[config.mk]
export PLATFORM = sky130hd
export DESIGN_NAME = attribute_list_tokenizer
export DESIGN_NICKNAME = d
export VERILOG_FILES = /design/src/rtl/atok_pkg.sv /design/src/rtl/atok_front.sv /design/src/rtl/atok_queue.sv /design/src/rtl/atok_back.sv /design/src/rtl/attribute_list_tokenizer.sv
export SDC_FILE = /design/constraint.sdc
export NUM_CORES = 1
export LEC_CHECK = 0
export ABC_CLOCK_PERIOD_IN_PS = 6000
export BUFFER_PORTS_ARGS = -buffer_cell sky130_fd_sc_hd__buf_2
export CORE_MARGIN = 4
export CORE_UTILIZATION = 43
export CTS_CLUSTER_DIAMETER = 30
export DETAILED_ROUTE_END_ITERATION = 10
export HOLD_SLACK_MARGIN = 0.1
export PLACE_DENSITY = 0.58
export REMOVE_ABC_BUFFERS = 1
export SYNTH_ARGS = -nofsm -noshare
export SYNTH_HDL_FRONTEND = slang
export SYNTH_SLANG_ARGS = --single-unit
[constraint.sdc]
create_clock -name clk -period 6 [get_ports clk]
set_input_delay 0.3 -clock clk [delete_from_list [all_inputs] [get_ports clk]]
set_output_delay 0.3 -clock clk [all_outputs]
set_load 0.02 [all_outputs]
[src/rtl/atok_pkg.sv]
package atok_pkg;

  localparam int unsigned MAX_SPACE_RUN_DEF = 255;
  localparam int unsigned QUEUE_DEPTH = 4;
  localparam int unsigned RES_PER_ITEM = 3;

  localparam logic [7:0] CH_BSLASH = 8'h5C;
  localparam logic [7:0] CH_LF     = 8'h0A;
  localparam logic [7:0] CH_CR     = 8'h0D;
  localparam logic [7:0] CH_TAB    = 8'h09;
  localparam logic [7:0] CH_SPACE  = 8'h20;
  localparam logic [7:0] CH_QUOTE  = 8'h22;
  localparam logic [7:0] CH_COMMA  = 8'h2C;
  localparam logic [7:0] CH_RPAREN = 8'h29;
  localparam logic [7:0] CH_LPAREN = 8'h28;
  localparam logic [7:0] CH_USCORE = 8'h5F;
  localparam logic [7:0] CH_LOW_N  = 8'h6E;
  localparam logic [7:0] CH_LOW_T  = 8'h74;

  typedef enum logic [2:0] {
    K_NAME, K_ARG, K_SPACES, K_NAME_END, K_ARG_END, K_ATTR_END, K_ERROR, K_DONE
  } kind_t;

  typedef enum logic [2:0] {
    ST_OK, ST_NO_NAME, ST_UNCLOSED, ST_EMPTY_ARG, ST_NO_SEP, ST_NO_COMMA, ST_SPACE_OVF
  } status_t;

  typedef enum logic [3:0] {
    PH_START, PH_NAME, PH_AFTER_NAME, PH_ARGS_OPEN, PH_ARG_START, PH_QUOTED,
    PH_ESCAPE, PH_BARE, PH_AFTER_ARG, PH_AFTER_ATTR, PH_ERROR
  } phase_t;

  typedef struct packed {
    kind_t      kind;
    logic [7:0] data;
    logic [7:0] count;
    status_t    status;
    logic       last;
  } result_t;

  typedef struct packed {
    logic [1:0]    cnt;
    result_t [2:0] res;
  } bundle_t;

  function automatic logic is_ws(input logic [7:0] c);
    return (c == CH_SPACE) || (c == CH_TAB) || (c == CH_CR) || (c == CH_LF);
  endfunction

  function automatic logic is_head(input logic [7:0] c);
    return (c >= 8'h41 && c <= 8'h5A) || (c >= 8'h61 && c <= 8'h7A) || (c == CH_USCORE);
  endfunction

  function automatic logic is_body(input logic [7:0] c);
    return is_head(c) || (c >= 8'h30 && c <= 8'h39);
  endfunction

  function automatic result_t mk_res(input kind_t k, input logic [7:0] d,
                                     input logic [7:0] n, input status_t s);
    result_t r;
    r.kind   = k;
    r.data   = d;
    r.count  = n;
    r.status = s;
    r.last   = 1'b0;
    return r;
  endfunction

endpackage

[src/rtl/atok_front.sv]
module atok_front #(
  parameter int unsigned MAX_SPACE_RUN = atok_pkg::MAX_SPACE_RUN_DEF
) (
  input  logic              clk,
  input  logic              rst_n,
  input  logic              in_valid,
  output logic              in_ready,
  input  logic [7:0]        in_byte,
  input  logic              in_eot,
  input  logic              q_full,
  output logic              push,
  output atok_pkg::bundle_t push_data
);

  localparam int unsigned CW = $clog2(MAX_SPACE_RUN + 1);

  atok_pkg::phase_t  phase_r, phase_nxt;
  logic [CW-1:0]     pend_r, pend_nxt;
  atok_pkg::status_t err_r, err_nxt;

  logic              accept;
  logic [1:0]        n;
  atok_pkg::result_t res [3];
  logic [7:0]        ch;
  logic [CW+7:0]     pend_ext;

  assign in_ready = !q_full;
  assign accept   = in_valid && !q_full;
  assign pend_ext = {8'd0, pend_r};

  always_ff @(posedge clk) begin
    if (!rst_n) begin
      phase_r <= atok_pkg::PH_START;
      pend_r  <= '0;
      err_r   <= atok_pkg::ST_OK;
    end else if (accept) begin
      phase_r <= phase_nxt;
      pend_r  <= pend_nxt;
      err_r   <= err_nxt;
    end
  end

  always_comb begin
    phase_nxt = phase_r;
    pend_nxt  = pend_r;
    err_nxt   = err_r;
    n         = 2'd0;
    ch        = in_byte;
    for (int i = 0; i < 3; i++) begin
      res[i] = atok_pkg::mk_res(atok_pkg::K_NAME, 8'd0, 8'd0, atok_pkg::ST_OK);
    end

    if (in_eot) begin
      case (phase_r)
        atok_pkg::PH_NAME: begin
          res[n] = atok_pkg::mk_res(atok_pkg::K_NAME_END, 8'd0, 8'd0, atok_pkg::ST_OK);
          n = n + 2'd1;
          res[n] = atok_pkg::mk_res(atok_pkg::K_ATTR_END, 8'd0, 8'd0, atok_pkg::ST_OK);
          n = n + 2'd1;
        end
        atok_pkg::PH_AFTER_NAME: begin
          res[n] = atok_pkg::mk_res(atok_pkg::K_ATTR_END, 8'd0, 8'd0, atok_pkg::ST_OK);
          n = n + 2'd1;
        end
        atok_pkg::PH_ARGS_OPEN, atok_pkg::PH_ARG_START: begin
          err_nxt = atok_pkg::ST_EMPTY_ARG;
          res[n] = atok_pkg::mk_res(atok_pkg::K_ERROR, 8'd0, 8'd0, err_nxt);
          n = n + 2'd1;
        end
        atok_pkg::PH_QUOTED, atok_pkg::PH_ESCAPE: begin
          err_nxt = atok_pkg::ST_UNCLOSED;
          res[n] = atok_pkg::mk_res(atok_pkg::K_ERROR, 8'd0, 8'd0, err_nxt);
          n = n + 2'd1;
        end
        atok_pkg::PH_BARE: begin
          res[n] = atok_pkg::mk_res(atok_pkg::K_ARG_END, 8'd0, 8'd0, atok_pkg::ST_OK);
          n = n + 2'd1;
          err_nxt = atok_pkg::ST_NO_SEP;
          res[n] = atok_pkg::mk_res(atok_pkg::K_ERROR, 8'd0, 8'd0, err_nxt);
          n = n + 2'd1;
        end
        atok_pkg::PH_AFTER_ARG: begin
          err_nxt = atok_pkg::ST_NO_SEP;
          res[n] = atok_pkg::mk_res(atok_pkg::K_ERROR, 8'd0, 8'd0, err_nxt);
          n = n + 2'd1;
        end
        default: ;
      endcase
      res[n] = atok_pkg::mk_res(atok_pkg::K_DONE, 8'd0, 8'd0, err_nxt);
      n = n + 2'd1;
      phase_nxt = atok_pkg::PH_START;
      pend_nxt  = '0;
      err_nxt   = atok_pkg::ST_OK;
    end else begin
      case (phase_r)
        atok_pkg::PH_START: begin
          if (!atok_pkg::is_ws(ch)) begin
            if (atok_pkg::is_head(ch)) begin
              res[n] = atok_pkg::mk_res(atok_pkg::K_NAME, ch, 8'd0, atok_pkg::ST_OK);
              n = n + 2'd1;
              phase_nxt = atok_pkg::PH_NAME;
            end else begin
              err_nxt = atok_pkg::ST_NO_NAME;
              phase_nxt = atok_pkg::PH_ERROR;
              pend_nxt = '0;
              res[n] = atok_pkg::mk_res(atok_pkg::K_ERROR, 8'd0, 8'd0, err_nxt);
              n = n + 2'd1;
            end
          end
        end
        atok_pkg::PH_NAME: begin
          if (atok_pkg::is_body(ch)) begin
            res[n] = atok_pkg::mk_res(atok_pkg::K_NAME, ch, 8'd0, atok_pkg::ST_OK);
            n = n + 2'd1;
          end else begin
            res[n] = atok_pkg::mk_res(atok_pkg::K_NAME_END, 8'd0, 8'd0, atok_pkg::ST_OK);
            n = n + 2'd1;
            if (atok_pkg::is_ws(ch)) begin
              phase_nxt = atok_pkg::PH_AFTER_NAME;
            end else if (ch == atok_pkg::CH_LPAREN) begin
              phase_nxt = atok_pkg::PH_ARGS_OPEN;
            end else begin
              res[n] = atok_pkg::mk_res(atok_pkg::K_ATTR_END, 8'd0, 8'd0, atok_pkg::ST_OK);
              n = n + 2'd1;
              if (ch == atok_pkg::CH_COMMA) begin
                phase_nxt = atok_pkg::PH_START;
              end else begin
                err_nxt = atok_pkg::ST_NO_COMMA;
                phase_nxt = atok_pkg::PH_ERROR;
                pend_nxt = '0;
                res[n] = atok_pkg::mk_res(atok_pkg::K_ERROR, 8'd0, 8'd0, err_nxt);
                n = n + 2'd1;
              end
            end
          end
        end
        atok_pkg::PH_AFTER_NAME: begin
          if (!atok_pkg::is_ws(ch)) begin
            if (ch == atok_pkg::CH_LPAREN) begin
              phase_nxt = atok_pkg::PH_ARGS_OPEN;
            end else begin
              res[n] = atok_pkg::mk_res(atok_pkg::K_ATTR_END, 8'd0, 8'd0, atok_pkg::ST_OK);
              n = n + 2'd1;
              if (ch == atok_pkg::CH_COMMA) begin
                phase_nxt = atok_pkg::PH_START;
              end else begin
                err_nxt = atok_pkg::ST_NO_COMMA;
                phase_nxt = atok_pkg::PH_ERROR;
                pend_nxt = '0;
                res[n] = atok_pkg::mk_res(atok_pkg::K_ERROR, 8'd0, 8'd0, err_nxt);
                n = n + 2'd1;
              end
            end
          end
        end
        atok_pkg::PH_ARGS_OPEN, atok_pkg::PH_ARG_START: begin
          if (!atok_pkg::is_ws(ch)) begin
            if (ch == atok_pkg::CH_RPAREN && phase_r == atok_pkg::PH_ARGS_OPEN) begin
              res[n] = atok_pkg::mk_res(atok_pkg::K_ATTR_END, 8'd0, 8'd0, atok_pkg::ST_OK);
              n = n + 2'd1;
              phase_nxt = atok_pkg::PH_AFTER_ATTR;
            end else if (ch == atok_pkg::CH_QUOTE) begin
              phase_nxt = atok_pkg::PH_QUOTED;
            end else if (ch == atok_pkg::CH_COMMA || ch == atok_pkg::CH_RPAREN) begin
              err_nxt = atok_pkg::ST_EMPTY_ARG;
              phase_nxt = atok_pkg::PH_ERROR;
              pend_nxt = '0;
              res[n] = atok_pkg::mk_res(atok_pkg::K_ERROR, 8'd0, 8'd0, err_nxt);
              n = n + 2'd1;
            end else begin
              res[n] = atok_pkg::mk_res(atok_pkg::K_ARG, ch, 8'd0, atok_pkg::ST_OK);
              n = n + 2'd1;
              pend_nxt = '0;
              phase_nxt = atok_pkg::PH_BARE;
            end
          end
        end
        atok_pkg::PH_QUOTED: begin
          if (ch == atok_pkg::CH_QUOTE) begin
            res[n] = atok_pkg::mk_res(atok_pkg::K_ARG_END, 8'd0, 8'd0, atok_pkg::ST_OK);
            n = n + 2'd1;
            phase_nxt = atok_pkg::PH_AFTER_ARG;
          end else if (ch == atok_pkg::CH_BSLASH) begin
            phase_nxt = atok_pkg::PH_ESCAPE;
          end else begin
            res[n] = atok_pkg::mk_res(atok_pkg::K_ARG, ch, 8'd0, atok_pkg::ST_OK);
            n = n + 2'd1;
          end
        end
        atok_pkg::PH_ESCAPE: begin
          if (ch == atok_pkg::CH_LOW_N) begin
            ch = atok_pkg::CH_LF;
          end else if (ch == atok_pkg::CH_LOW_T) begin
            ch = atok_pkg::CH_TAB;
          end
          res[n] = atok_pkg::mk_res(atok_pkg::K_ARG, ch, 8'd0, atok_pkg::ST_OK);
          n = n + 2'd1;
          phase_nxt = atok_pkg::PH_QUOTED;
        end
        atok_pkg::PH_BARE: begin
          if (ch == atok_pkg::CH_COMMA || ch == atok_pkg::CH_RPAREN) begin
            pend_nxt = '0;
            res[n] = atok_pkg::mk_res(atok_pkg::K_ARG_END, 8'd0, 8'd0, atok_pkg::ST_OK);
            n = n + 2'd1;
            if (ch == atok_pkg::CH_COMMA) begin
              phase_nxt = atok_pkg::PH_ARG_START;
            end else begin
              res[n] = atok_pkg::mk_res(atok_pkg::K_ATTR_END, 8'd0, 8'd0, atok_pkg::ST_OK);
              n = n + 2'd1;
              phase_nxt = atok_pkg::PH_AFTER_ATTR;
            end
          end else if (atok_pkg::is_ws(ch)) begin
            if (pend_r >= CW'(MAX_SPACE_RUN)) begin
              err_nxt = atok_pkg::ST_SPACE_OVF;
              phase_nxt = atok_pkg::PH_ERROR;
              pend_nxt = '0;
              res[n] = atok_pkg::mk_res(atok_pkg::K_ERROR, 8'd0, 8'd0, err_nxt);
              n = n + 2'd1;
            end else begin
              pend_nxt = pend_r + 1'b1;
            end
          end else begin
            if (pend_r != '0) begin
              res[n] = atok_pkg::mk_res(atok_pkg::K_SPACES, 8'd0, pend_ext[7:0],
                                        atok_pkg::ST_OK);
              n = n + 2'd1;
              pend_nxt = '0;
            end
            res[n] = atok_pkg::mk_res(atok_pkg::K_ARG, ch, 8'd0, atok_pkg::ST_OK);
            n = n + 2'd1;
          end
        end
        atok_pkg::PH_AFTER_ARG: begin
          if (!atok_pkg::is_ws(ch)) begin
            if (ch == atok_pkg::CH_COMMA) begin
              phase_nxt = atok_pkg::PH_ARG_START;
            end else if (ch == atok_pkg::CH_RPAREN) begin
              res[n] = atok_pkg::mk_res(atok_pkg::K_ATTR_END, 8'd0, 8'd0, atok_pkg::ST_OK);
              n = n + 2'd1;
              phase_nxt = atok_pkg::PH_AFTER_ATTR;
            end else begin
              err_nxt = atok_pkg::ST_NO_SEP;
              phase_nxt = atok_pkg::PH_ERROR;
              pend_nxt = '0;
              res[n] = atok_pkg::mk_res(atok_pkg::K_ERROR, 8'd0, 8'd0, err_nxt);
              n = n + 2'd1;
            end
          end
        end
        atok_pkg::PH_AFTER_ATTR: begin
          if (!atok_pkg::is_ws(ch)) begin
            if (ch == atok_pkg::CH_COMMA) begin
              phase_nxt = atok_pkg::PH_START;
            end else begin
              err_nxt = atok_pkg::ST_NO_COMMA;
              phase_nxt = atok_pkg::PH_ERROR;
              pend_nxt = '0;
              res[n] = atok_pkg::mk_res(atok_pkg::K_ERROR, 8'd0, 8'd0, err_nxt);
              n = n + 2'd1;
            end
          end
        end
        default: ;
      endcase
    end

    // mark the final result of this request
    case (n)
      2'd1:    res[0].last = 1'b1;
      2'd2:    res[1].last = 1'b1;
      2'd3:    res[2].last = 1'b1;
      default: ;
    endcase

    push           = accept && (n != 2'd0);
    push_data.cnt  = n;
    push_data.res  = {res[2], res[1], res[0]};
  end

endmodule

[src/rtl/atok_queue.sv]
module atok_queue (
  input  logic              clk,
  input  logic              rst_n,
  input  logic              push,
  input  atok_pkg::bundle_t push_data,
  output logic              full,
  input  logic              pop,
  output logic              empty,
  output atok_pkg::bundle_t head
);

  localparam int unsigned AW = $clog2(atok_pkg::QUEUE_DEPTH);

  atok_pkg::bundle_t slot_r [atok_pkg::QUEUE_DEPTH];
  logic [AW-1:0]     wr_r, wr_nxt;
  logic [AW-1:0]     rd_r, rd_nxt;
  logic [AW:0]       cnt_r, cnt_nxt;

  assign full  = (cnt_r == (AW+1)'(atok_pkg::QUEUE_DEPTH));
  assign empty = (cnt_r == '0);
  assign head  = slot_r[rd_r];

  always_comb begin
    wr_nxt  = push ? AW'(wr_r + 1'b1) : wr_r;
    rd_nxt  = pop ? AW'(rd_r + 1'b1) : rd_r;
    cnt_nxt = cnt_r;
    if (push && !pop) begin
      cnt_nxt = cnt_r + 1'b1;
    end else if (pop && !push) begin
      cnt_nxt = cnt_r - 1'b1;
    end
  end

  always_ff @(posedge clk) begin
    if (!rst_n) begin
      wr_r  <= '0;
      rd_r  <= '0;
      cnt_r <= '0;
    end else begin
      wr_r  <= wr_nxt;
      rd_r  <= rd_nxt;
      cnt_r <= cnt_nxt;
    end
  end

  always_ff @(posedge clk) begin
    if (push) begin
      slot_r[wr_r] <= push_data;
    end
  end

endmodule

[src/rtl/atok_back.sv]
module atok_back (
  input  logic              clk,
  input  logic              rst_n,
  input  logic              q_empty,
  input  atok_pkg::bundle_t head,
  output logic              pop,
  output logic              out_valid,
  input  logic              out_ready,
  output atok_pkg::result_t out_res
);

  logic              ovalid_r, ovalid_nxt;
  atok_pkg::result_t ores_r, ores_nxt;
  logic [1:0]        idx_r, idx_nxt;
  logic              load;

  assign out_valid = ovalid_r;
  assign out_res   = ores_r;
  assign load      = !ovalid_r || out_ready;

  always_comb begin
    ovalid_nxt = ovalid_r;
    ores_nxt   = ores_r;
    idx_nxt    = idx_r;
    pop        = 1'b0;
    if (load) begin
      ovalid_nxt = !q_empty;
      if (!q_empty) begin
        ores_nxt = head.res[idx_r];
        if (idx_r == head.cnt - 2'd1) begin
          pop     = 1'b1;
          idx_nxt = 2'd0;
        end else begin
          idx_nxt = idx_r + 2'd1;
        end
      end
    end
  end

  always_ff @(posedge clk) begin
    if (!rst_n) begin
      ovalid_r <= 1'b0;
      idx_r    <= 2'd0;
    end else begin
      ovalid_r <= ovalid_nxt;
      idx_r    <= idx_nxt;
    end
  end

  always_ff @(posedge clk) begin
    ores_r <= ores_nxt;
  end

endmodule

[src/rtl/attribute_list_tokenizer.sv]
// Tokenizes a comma-separated attribute list (Name, Name(arg, "quoted", ...)) fed one
// byte per request, with a request flagged by in_tuser marking end of text. A request
// yields zero to three results (name/argument bytes, space runs, end marks, error, done);
// out_tlast flags the last result of each request. The parser front end takes one byte
// per cycle while the queue is not full; the output register sends one result per cycle
// while out_tready is high, so a request with two or three results needs that many output
// transfers, and a four-entry queue between parser and output absorbs such bursts before
// in_tready drops. A result is registered in a queue slot and then in the output register.
// After an error all bytes are dropped until end of text, which returns the block to its
// reset state.
module attribute_list_tokenizer #(
  parameter int unsigned MAX_SPACE_RUN = atok_pkg::MAX_SPACE_RUN_DEF
) (
  input  logic        clk,
  input  logic        rst_n,
  input  logic        in_tvalid,
  output logic        in_tready,
  input  logic [7:0]  in_tdata,   // [7:0] text_byte
  input  logic        in_tuser,   // [0] end_of_text
  output logic        out_tvalid,
  input  logic        out_tready,
  output logic [23:0] out_tdata,  // [7:0] out_byte, [15:8] space_count, [18:16] status
  output logic [2:0]  out_tuser,  // [2:0] kind
  output logic        out_tlast
);

  logic              q_full;
  logic              q_empty;
  logic              push;
  logic              pop;
  atok_pkg::bundle_t push_data;
  atok_pkg::bundle_t head;
  atok_pkg::result_t res;

  atok_front #(
    .MAX_SPACE_RUN(MAX_SPACE_RUN)
  ) u_front (
    .clk       (clk),
    .rst_n     (rst_n),
    .in_valid  (in_tvalid),
    .in_ready  (in_tready),
    .in_byte   (in_tdata),
    .in_eot    (in_tuser),
    .q_full    (q_full),
    .push      (push),
    .push_data (push_data)
  );

  atok_queue u_queue (
    .clk       (clk),
    .rst_n     (rst_n),
    .push      (push),
    .push_data (push_data),
    .full      (q_full),
    .pop       (pop),
    .empty     (q_empty),
    .head      (head)
  );

  atok_back u_back (
    .clk       (clk),
    .rst_n     (rst_n),
    .q_empty   (q_empty),
    .head      (head),
    .pop       (pop),
    .out_valid (out_tvalid),
    .out_ready (out_tready),
    .out_res   (res)
  );

  assign out_tdata = {5'd0, res.status, res.count, res.data};
  assign out_tuser = res.kind;
  assign out_tlast = res.last;

endmodule

==> results.py, run 1 <==
metrics = {
    "yosys": {
        "synth_edf_count": 207,
        "ys_top_cells_by_area": "edfxtp_1, mux4_2, dfxtp_1, mux2i_1, nand2_1",
        "syn-mean-instance-area_um2": 13.5,
        "synth.cell_area_mm2": 0.0111,
        "synth_top_area_share_pct": 56.0,
        "synthSimpleGateAreaFrac_pct": 12.7,
        "synth_top_family_by_area": "simple AND/OR/NAND/NOR gates",
        "post_synth_fa_ha_maj_area_fraction_pct": 1.20,
        "ys_seq_elements": 234,
        "synth_flop_cell": "edfxtp_1",
        "yosysTopAreaCell": "edfxtp_1",
        "synth-compound-area-share_pct": 9.71,
        "async_reset_ff_share_pct": 0,
        "syn_inst": 822,
        "synth-xor-area-share_pct": 0.711,
        "synth-seq-area-share_pct": 60.9,
        "synth_common_cells": "edfxtp_1, nand2_1, nor2_1, mux4_2, clkbuf_1",
        "synth_cell_type_count": 87,
        "yosysMostFrequentCell": "edfxtp_1",
        "synth_warnings": 0,
        "yosys-mux-area-fraction_pct": 11.7,
    },
    "global_routing": {
        "grt_max_degree": 47,
        "antenna_found_initial": 0,
        "grt_use_total_pct": 21.0,
        "grt_pass1_vias": 7417,
        "grt-ovfl-total": 0,
        "grt_pass1_wl_mm": 45.8,
    },
    "route": {
        "ant_nets": 0,
        "wl_met3_mm": 1.29,
        "drt_first_pass_iters": 7,
        "wl_per_cell_um": 23.8,
        "dr.max_layer_used": "met4",
        "drc_errors": 0,
        "routedLengthMet1_mm": 13.1,
        "drtIter0Drc": 732,
        "num_vias": 7346,
        "viasPerCell": 5.92,
        "wl_met2_mm": 14.3,
        "wl_mm": 29.5,
    },
    "timing": {
        "clock.fmax_mhz": 238,
        "final.setup.tns_ns": 0,
        "fin_skew_ns": 0.0160,
        "maxSlewViolCount": 0,
        "setup-violations-final": 0,
        "fin_ws_ns": 1.80,
        "relSlewSlack_pct": 22.5,
        "hold_viol": 0,
        "worst_slew_pin_slew_ns": 1.16,
        "min_period_over_period_pct": 70.1,
        "rsz0062_at_grt": "no",
        "fin_crit_ns": 4.20,
    },
    "die": {
        "top_level_ports": 43,
        "rows": 58,
        "coreArea_mm2": 0.0253,
        "start_util_pct": 43.9,
        "die_w_um": 169,
        "die-area_mm2": 0.0284,
        "die_h_um": 169,
    },
    "worst_setup_path": {
        "cp-end-kind": "flip-flop",
        "crit_type": "reg -> reg",
        "crit_fanout": 18,
        "worst_setup_path_start_kind": "flip-flop",
        "worst_ep_arrival_time_ns": 4.65,
        "crit_required_ns": 6.44,
    },
    "run_status": {
        "run_status": "complete, no violations",
    },
    "clocking": {
        "post_cts_resized": 0,
        "cts_setup_buffers": 0,
        "numClockSinks": 234,
        "clockRootBuffer": "clkbuf_16",
        "clk_pin_slew_ns": 0.05,
        "numCtsBuffers": 46,
        "clk_path_buf_depth": 3,
        "clock_latency_ns": 0.53,
        "hold_buffers": 1,
        "cts_tree": "done",
        "ctsHtreeMaxLevel": 2,
    },
    "layout": {
        "layout.nets": 896,
        "fillers": 2113,
        "area_growth_pct": 19.3,
        "antenna_cells": 0,
        "drive_gt1_share_pct": 22.8,
    },
    "power_and_ir_drop": {
        "leakagePower_nw": 4.53,
        "ir_drop_mv": 0.255,
        "powerDensity_mw_per_mm2": 468,
    },
    "min_path": {
        "hp-class": "in -> reg",
    },
    "placement": {
        "dp_hpwl_mm": 20.2,
        "port_buffers": 37,
        "dp_slack_ns": 1.81,
        "gp_congestion": 0.941,
    },
    "job": {
        "cap_violations": 0,
    },
}
[cells in the final DEF, fill, tap and decap left out, drive strengths merged, types with 4 or more instances in the layout]
cell / n
nand2b: 8
clkinvlp: 7
nor4b: 5
nor3: 16
or2: 6
a22oi: 5
edfxtp: 207
a31oi: 17
or3: 5
nor2: 59
nand3: 14
a211oi: 5
clkbuf: 52
o211ai: 9
conb: 5
mux2i: 24
dfxtp: 27
a21oi: 33
ha: 9
and3: 11
bufinv: 7
inv: 32
nor3b: 5
nor2b: 16
a221oi: 4
and2: 26
o31ai: 6
o22ai: 11
buf: 54
mux4: 46
and4b: 6
xnor2: 6
clkinv: 13
nand2: 61
o21ai: 33
[through the flow]
| stage | std cells | util [%] | hold slack (ns) | area (µm²) | total power, mW |
|---|---|---|---|---|---|
| after CTS | 1241 | 52.4 | 0.255 | 13200 | 6.27 |
| after global placement | 1154 | 46.0 | 0.463 | 11600 | 3.62 |
| after floorplan | 770 | - | 0.446 | 10900 | 3.17 |
| final | 1241 | 52.4 | 0.273 | 13200 | 6.19 |
| after detailed placement | 1154 | 46.0 | 0.495 | 11600 | 3.64 |
| after global routing | 1241 | 52.4 | 0.298 | 13200 | 6.48 |
[cell type report]
class | instances | area (µm²) | share of cell area, %
clock buffers | 52 | 1190 | 9.03
clock inverters | 34 | 415 | 3.14
inverters | 25 | 93.8 | 0.709
multi-input cells | 511 | 4030 | 30.4
flip-flops and latches | 234 | 6760 | 51.1
well taps | 330 | 413 | 3.12
repair buffers | 55 | 323 | 2.44
[kinds of logic (layout without fill, tap and decap cells)]
| family | Yosys count | count (layout) |
|---|---|---|
| xor+xnor | 9 | 9 |
| compound gates | 156 | 156 |
| fa+ha+maj | 10 | 10 |
| simple gates | 259 | 259 |
| flops | 234 | 234 |
| other cells | 1 | 5 |
| mux | 72 | 72 |
| buf+inv | 81 | 166 |
[where the power goes]
part / internal, mW / total [mW] / switching (mW)
Clock: 1.75 / 2.60 / 0.852
Combinational: 0.536 / 1.39 / 0.854
Sequential: 2.11 / 2.19 / 0.0818
[registers in the layout, indices dropped and copies added, names as in the netlist, named ones only]
name	count
u_back.out_valid	1
u_front.phase_r	4
u_back.idx_r	2
u_back.out_res	23
u_queue.rd_r	2
u_queue.wr_r	2
u_front.err_r	3
u_queue.slot_r	184
u_queue.cnt_r	3
u_front.pend_r	8
[path summary, 6_finish.rpt]
path              cells after the start  slack (ns)                       startpoint                             to
setup / recovery                     16        1.80  u_front.phase_r[2]$_SDFFE_PN0P_  u_queue.cnt_r[2]$_SDFFE_PN0P_
hold / removal                        3        0.27                            rst_n   u_queue.wr_r[0]$_SDFFE_PN0P_
setup reg to reg                     16        1.80  u_front.phase_r[2]$_SDFFE_PN0P_  u_queue.cnt_r[2]$_SDFFE_PN0P_
hold reg to reg                       2        0.50     u_queue.wr_r[0]$_SDFFE_PN0P_   u_queue.wr_r[0]$_SDFFE_PN0P_
[per-layer routing]
metal,vias up,GRT usage (%)
met5,-,0
met4,0,7.06
met3,60,3.34
met2,243,33.9
met1,3746,29.2
li1,3297,-
[worst max-delay path: stages, from the launching register on]
cell and delay, ns:
dfxtp_1 0.45, buf_4 0.28, or2_1 0.31, nor3_1 0.51, nor2_1 0.13, inv_1 0.11, ha_1 0.22, nand2b_1 0.14
o31ai_1 0.08, a21oi_1 0.16, a31oi_4 0.34, ha_1 0.25, inv_1 0.07, fa_1 0.43, xor2_1 0.18, or3_1 0.32
a21oi_1 0.15
Note: power is estimated with default switching activity, not from simulation.
==> run 2, diff against run 1 <==
ABC_AREA = 1   (was not set)
ABC_CLOCK_PERIOD_IN_PS = 3800   (was 6000)
PLACE_DENSITY = 0.6   (was 0.58)
clock period = 3.8 ns   (was 6 ns; I/O delays follow)
==> results.py, run 2 <==
metrics = {
    "run_status": {
        "run_status": "complete, no violations",
    },
    "clocking": {
        "clk_path_buf_depth": 3,
        "numClockSinks": 234,
        "ctsHtreeMaxLevel": 2,
        "cts_setup_buffers": 0,
        "clockRootBuffer": "clkbuf_16",
        "cts_tree": "done",
        "clk_pin_slew_ns": 0.05,
        "clock_latency_ns": 0.54,
        "numCtsBuffers": 50,
    },
    "yosys": {
        "synth.cell_area_mm2": 0.0109,
        "synth-seq-area-share_pct": 62.0,
        "ys_top_cells_by_area": "edfxtp_1, nor2_1, o21ai_0, dfxtp_1, nand2_1",
        "syn_inst": 1092,
        "synth_flop_cell": "edfxtp_1",
        "syn-mean-instance-area_um2": 9.98,
        "yosysTopAreaCell": "edfxtp_1",
        "async_reset_ff_share_pct": 0,
        "synth_warnings": 0,
        "synth_cell_type_count": 46,
        "yosysMostFrequentCell": "edfxtp_1",
        "synth_edf_count": 207,
        "synth_top_area_share_pct": 57.0,
        "ys_seq_elements": 234,
        "synth_common_cells": "edfxtp_1, nor2_1, o21ai_0, nand2_1, inv_1",
    },
    "route": {
        "drtIter0Drc": 683,
        "wl_met3_mm": 1.62,
        "num_vias": 8252,
        "ant_nets": 0,
        "wl_mm": 28.1,
        "routedLengthMet1_mm": 12.9,
        "dr.max_layer_used": "met5",
        "viasPerCell": 5.39,
        "drt_first_pass_iters": 5,
        "wl_met2_mm": 13.0,
        "wl_per_cell_um": 18.4,
        "drc_errors": 0,
    },
    "min_path": {
        "hold_start": "in_tdata[5]",
        "holdPathEnd": "u_queue.slot_r[0][17]$_DFFE_PP_",
        "worstHoldPathCells": 3,
        "hp-class": "in -> reg",
    },
    "layout": {
        "antenna_cells": 0,
        "layout.nets": 1183,
        "final_cell_mix": "edfxtp_1, nor2_1, o21ai_0, nand2_1, inv_1",
        "drive_gt1_share_pct": 17.2,
        "design_area_mm2": 0.0134,
        "final_cells": 1531,
        "regMostFlops": "u_queue.slot_r",
        "area_growth_pct": 22.9,
        "final_common_cell": "edfxtp_1",
        "largest_reg_flops": 184,
    },
    "die": {
        "die_w_um": 167,
        "top_level_ports": 43,
        "die_h_um": 167,
        "start_util_pct": 43.5,
        "die-area_mm2": 0.0280,
        "coreArea_mm2": 0.0250,
        "rows": 58,
    },
    "power_and_ir_drop": {
        "p_int_mw": 7.06,
        "powerDensity_mw_per_mm2": 774,
        "ir_drop_mv": 0.424,
        "clkPwrFrac_pct": 43.4,
        "leakagePower_nw": 5.19,
        "p_total_mw": 10.4,
        "p_comb_share_pct": 23.0,
        "power.share.sequential_pct": 33.5,
        "netSwitchingFraction_pct": 31.9,
        "switching_power_mw": 3.31,
    },
    "timing": {
        "rsz0062_at_grt": "no",
        "setup-violations-final": 0,
        "worst_slew_pin_slew_ns": 0.769,
        "clock.fmax_mhz": 302,
        "fin_ws_ns": 0.492,
        "relSlewSlack_pct": 48.3,
        "hold_viol": 0,
        "fin_crit_ns": 3.31,
        "min_period_over_period_pct": 87.0,
        "fin_skew_ns": 0.0156,
        "maxSlewViolCount": 0,
        "final.setup.tns_ns": 0,
    },
    "global_routing": {
        "grt_use_total_pct": 20.0,
        "antenna_found_initial": 1,
        "grt-ovfl-total": 0,
        "grt_pass1_vias": 8013,
        "grt_pass1_wl_mm": 44.7,
        "grt_max_degree": 51,
    },
    "placement": {
        "postPlaceCellArea_mm2": 0.0115,
        "gp_congestion": 0.937,
        "dp_hpwl_mm": 18.2,
        "dpl.cell_count": 1435,
        "port_buffers": 37,
        "dp_slack_ns": 0.283,
    },
    "worst_setup_path": {
        "crit_type": "reg -> reg",
        "crit_required_ns": 4.27,
        "rr_worst_depth": 23,
        "r2r_start": "u_front.phase_r[0]$_SDFFE_PN0P_",
        "regToRegSetupSlack_ns": 0.49,
        "worst_setup_path_start_kind": "flip-flop",
        "regToRegEndpoint": "u_queue.cnt_r[2]$_SDFFE_PN0P_",
        "cp-end-kind": "flip-flop",
        "worst_ep_arrival_time_ns": 3.77,
        "crit_fanout": 8,
    },
    "job": {
        "cap_violations": 0,
    },
}
-- run 2: cell types whose count changed after synthesis, sizes merged, moves of 15 or more --
| cell | before | now |
|---|---|---|
| nand2 | 61 | 141 |
| nor3 | 16 | 40 |
| o22ai | 11 | 37 |
| nor2b | 16 | 1 |
| mux4 | 46 | 0 |
| inv | 24 | 105 |
| nor2 | 59 | 197 |
| nand3 | 14 | 50 |
| a31oi | 17 | 1 |
| o21ai | 33 | 138 |
| mux2i | 24 | 1 |
| and2 | 26 | 0 |
-- run 2: area by class of cell --
cell class | count | area (µm²)
fillers | 2192 | 11600
flip-flops and latches | 234 | 6760
multi-input cells | 708 | 3600
clock buffers | 53 | 1310
clock inverters | 40 | 495
repair buffers | 61 | 423
well taps | 330 | 413
inverters | 105 | 399
-- run 2: critical path: stages (launching register included) --
cell     delay, ns
dfxtp_2       0.39
nand2_1       0.10
inv_1         0.08
nand2_1       0.11
nand2_4       0.15
inv_2         0.09
nand2_2       0.12
nor2_1        0.05
nand2_1       0.10
inv_1         0.07
ha_1          0.28
nor2_1        0.18
a21oi_4       0.06
nand3_2       0.12
nand2_4       0.12
inv_1         0.12
ha_1          0.16
inv_1         0.08
fa_1          0.44
nor2_1        0.12
nor2_1        0.04
nand2_1       0.07
o21ai_0       0.07
a21oi_1       0.13
-- run 2: kinds of logic (layout without fill, tap and decap cells) --
| family | after synthesis | after routing | synth area share (%) |
|---|---|---|---|
| AO/OA/AOI/OAI | 241 | 241 | 12.2 |
| XOR/XNOR | 5 | 5 | 0.402 |
| adder cells (fa/ha/maj) | 10 | 10 | 1.22 |
| buffers and inverters | 154 | 259 | 5.70 |
| flip-flops | 234 | 234 | 62.0 |
| multiplexers | 1 | 1 | 0.0918 |
| other | 1 | 5 | 0.0344 |
| AND/OR/NAND/NOR | 446 | 446 | 18.3 |
-- run 2: layer usage --
layer	track usage (%)	up-vias
li1	-	3956
met1	28.1	3992
met2	31.6	262
met3	3.87	40
met4	6.42	2
met5	0	-
-- run 2: through the flow --
step	utilization (%)	hold WS, ns
6_report	53.5	0.138
5_1_grt	53.5	0.113
4_1_cts	53.4	0.102
3_5_place_dp	46.1	0.462
3_3_place_gp	46.1	0.450
2_1_floorplan	-	0.311
-- run 2: worst max path at each step --
stage	startpoint	to	cells past startpoint
2_1_floorplan	flip-flop	u_queue.cnt_r[2]$_SDFFE_PN0P_	17
4_1_cts	u_front.phase_r[0]$_SDFFE_PN0P_	u_queue.cnt_r[2]$_SDFFE_PN0P_	23
3_3_place_gp	u_front.phase_r[0]$_SDFFE_PN0P_	u_queue.cnt_r[2]$_SDFFE_PN0P_	23
5_1_grt	u_front.phase_r[0]$_SDFFE_PN0P_	u_queue.cnt_r[2]$_SDFFE_PN0P_	23
3_5_place_dp	u_front.phase_r[0]$_SDFFE_PN0P_	u_queue.cnt_r[2]$_SDFFE_PN0P_	23
6_report	u_front.phase_r[0]$_SDFFE_PN0P_	u_queue.cnt_r[2]$_SDFFE_PN0P_	23
-- run 2: timing repair --
| action | in CTS | in global routing |
|---|---|---|
| gates resized for setup | 0 | 7 |
| setup endpoints to repair | 0 | 2 |
| hold endpoints to repair | 19 | 0 |
| hold buffers | 3 | 0 |
-- run 2: power groups by stage --
| stage | Clock (mW) | Sequential (mW) | Combinational (mW) |
|---|---|---|---|
| after global routing | 4.72 | 3.52 | 2.66 |
| after CTS | 4.56 | 3.48 | 2.42 |
| after floorplan | 0 | 3.76 | 1.28 |
| final | 4.51 | 3.48 | 2.39 |
| after global placement | 0 | 3.52 | 2.39 |
| after detailed placement | 0 | 3.52 | 2.39 |
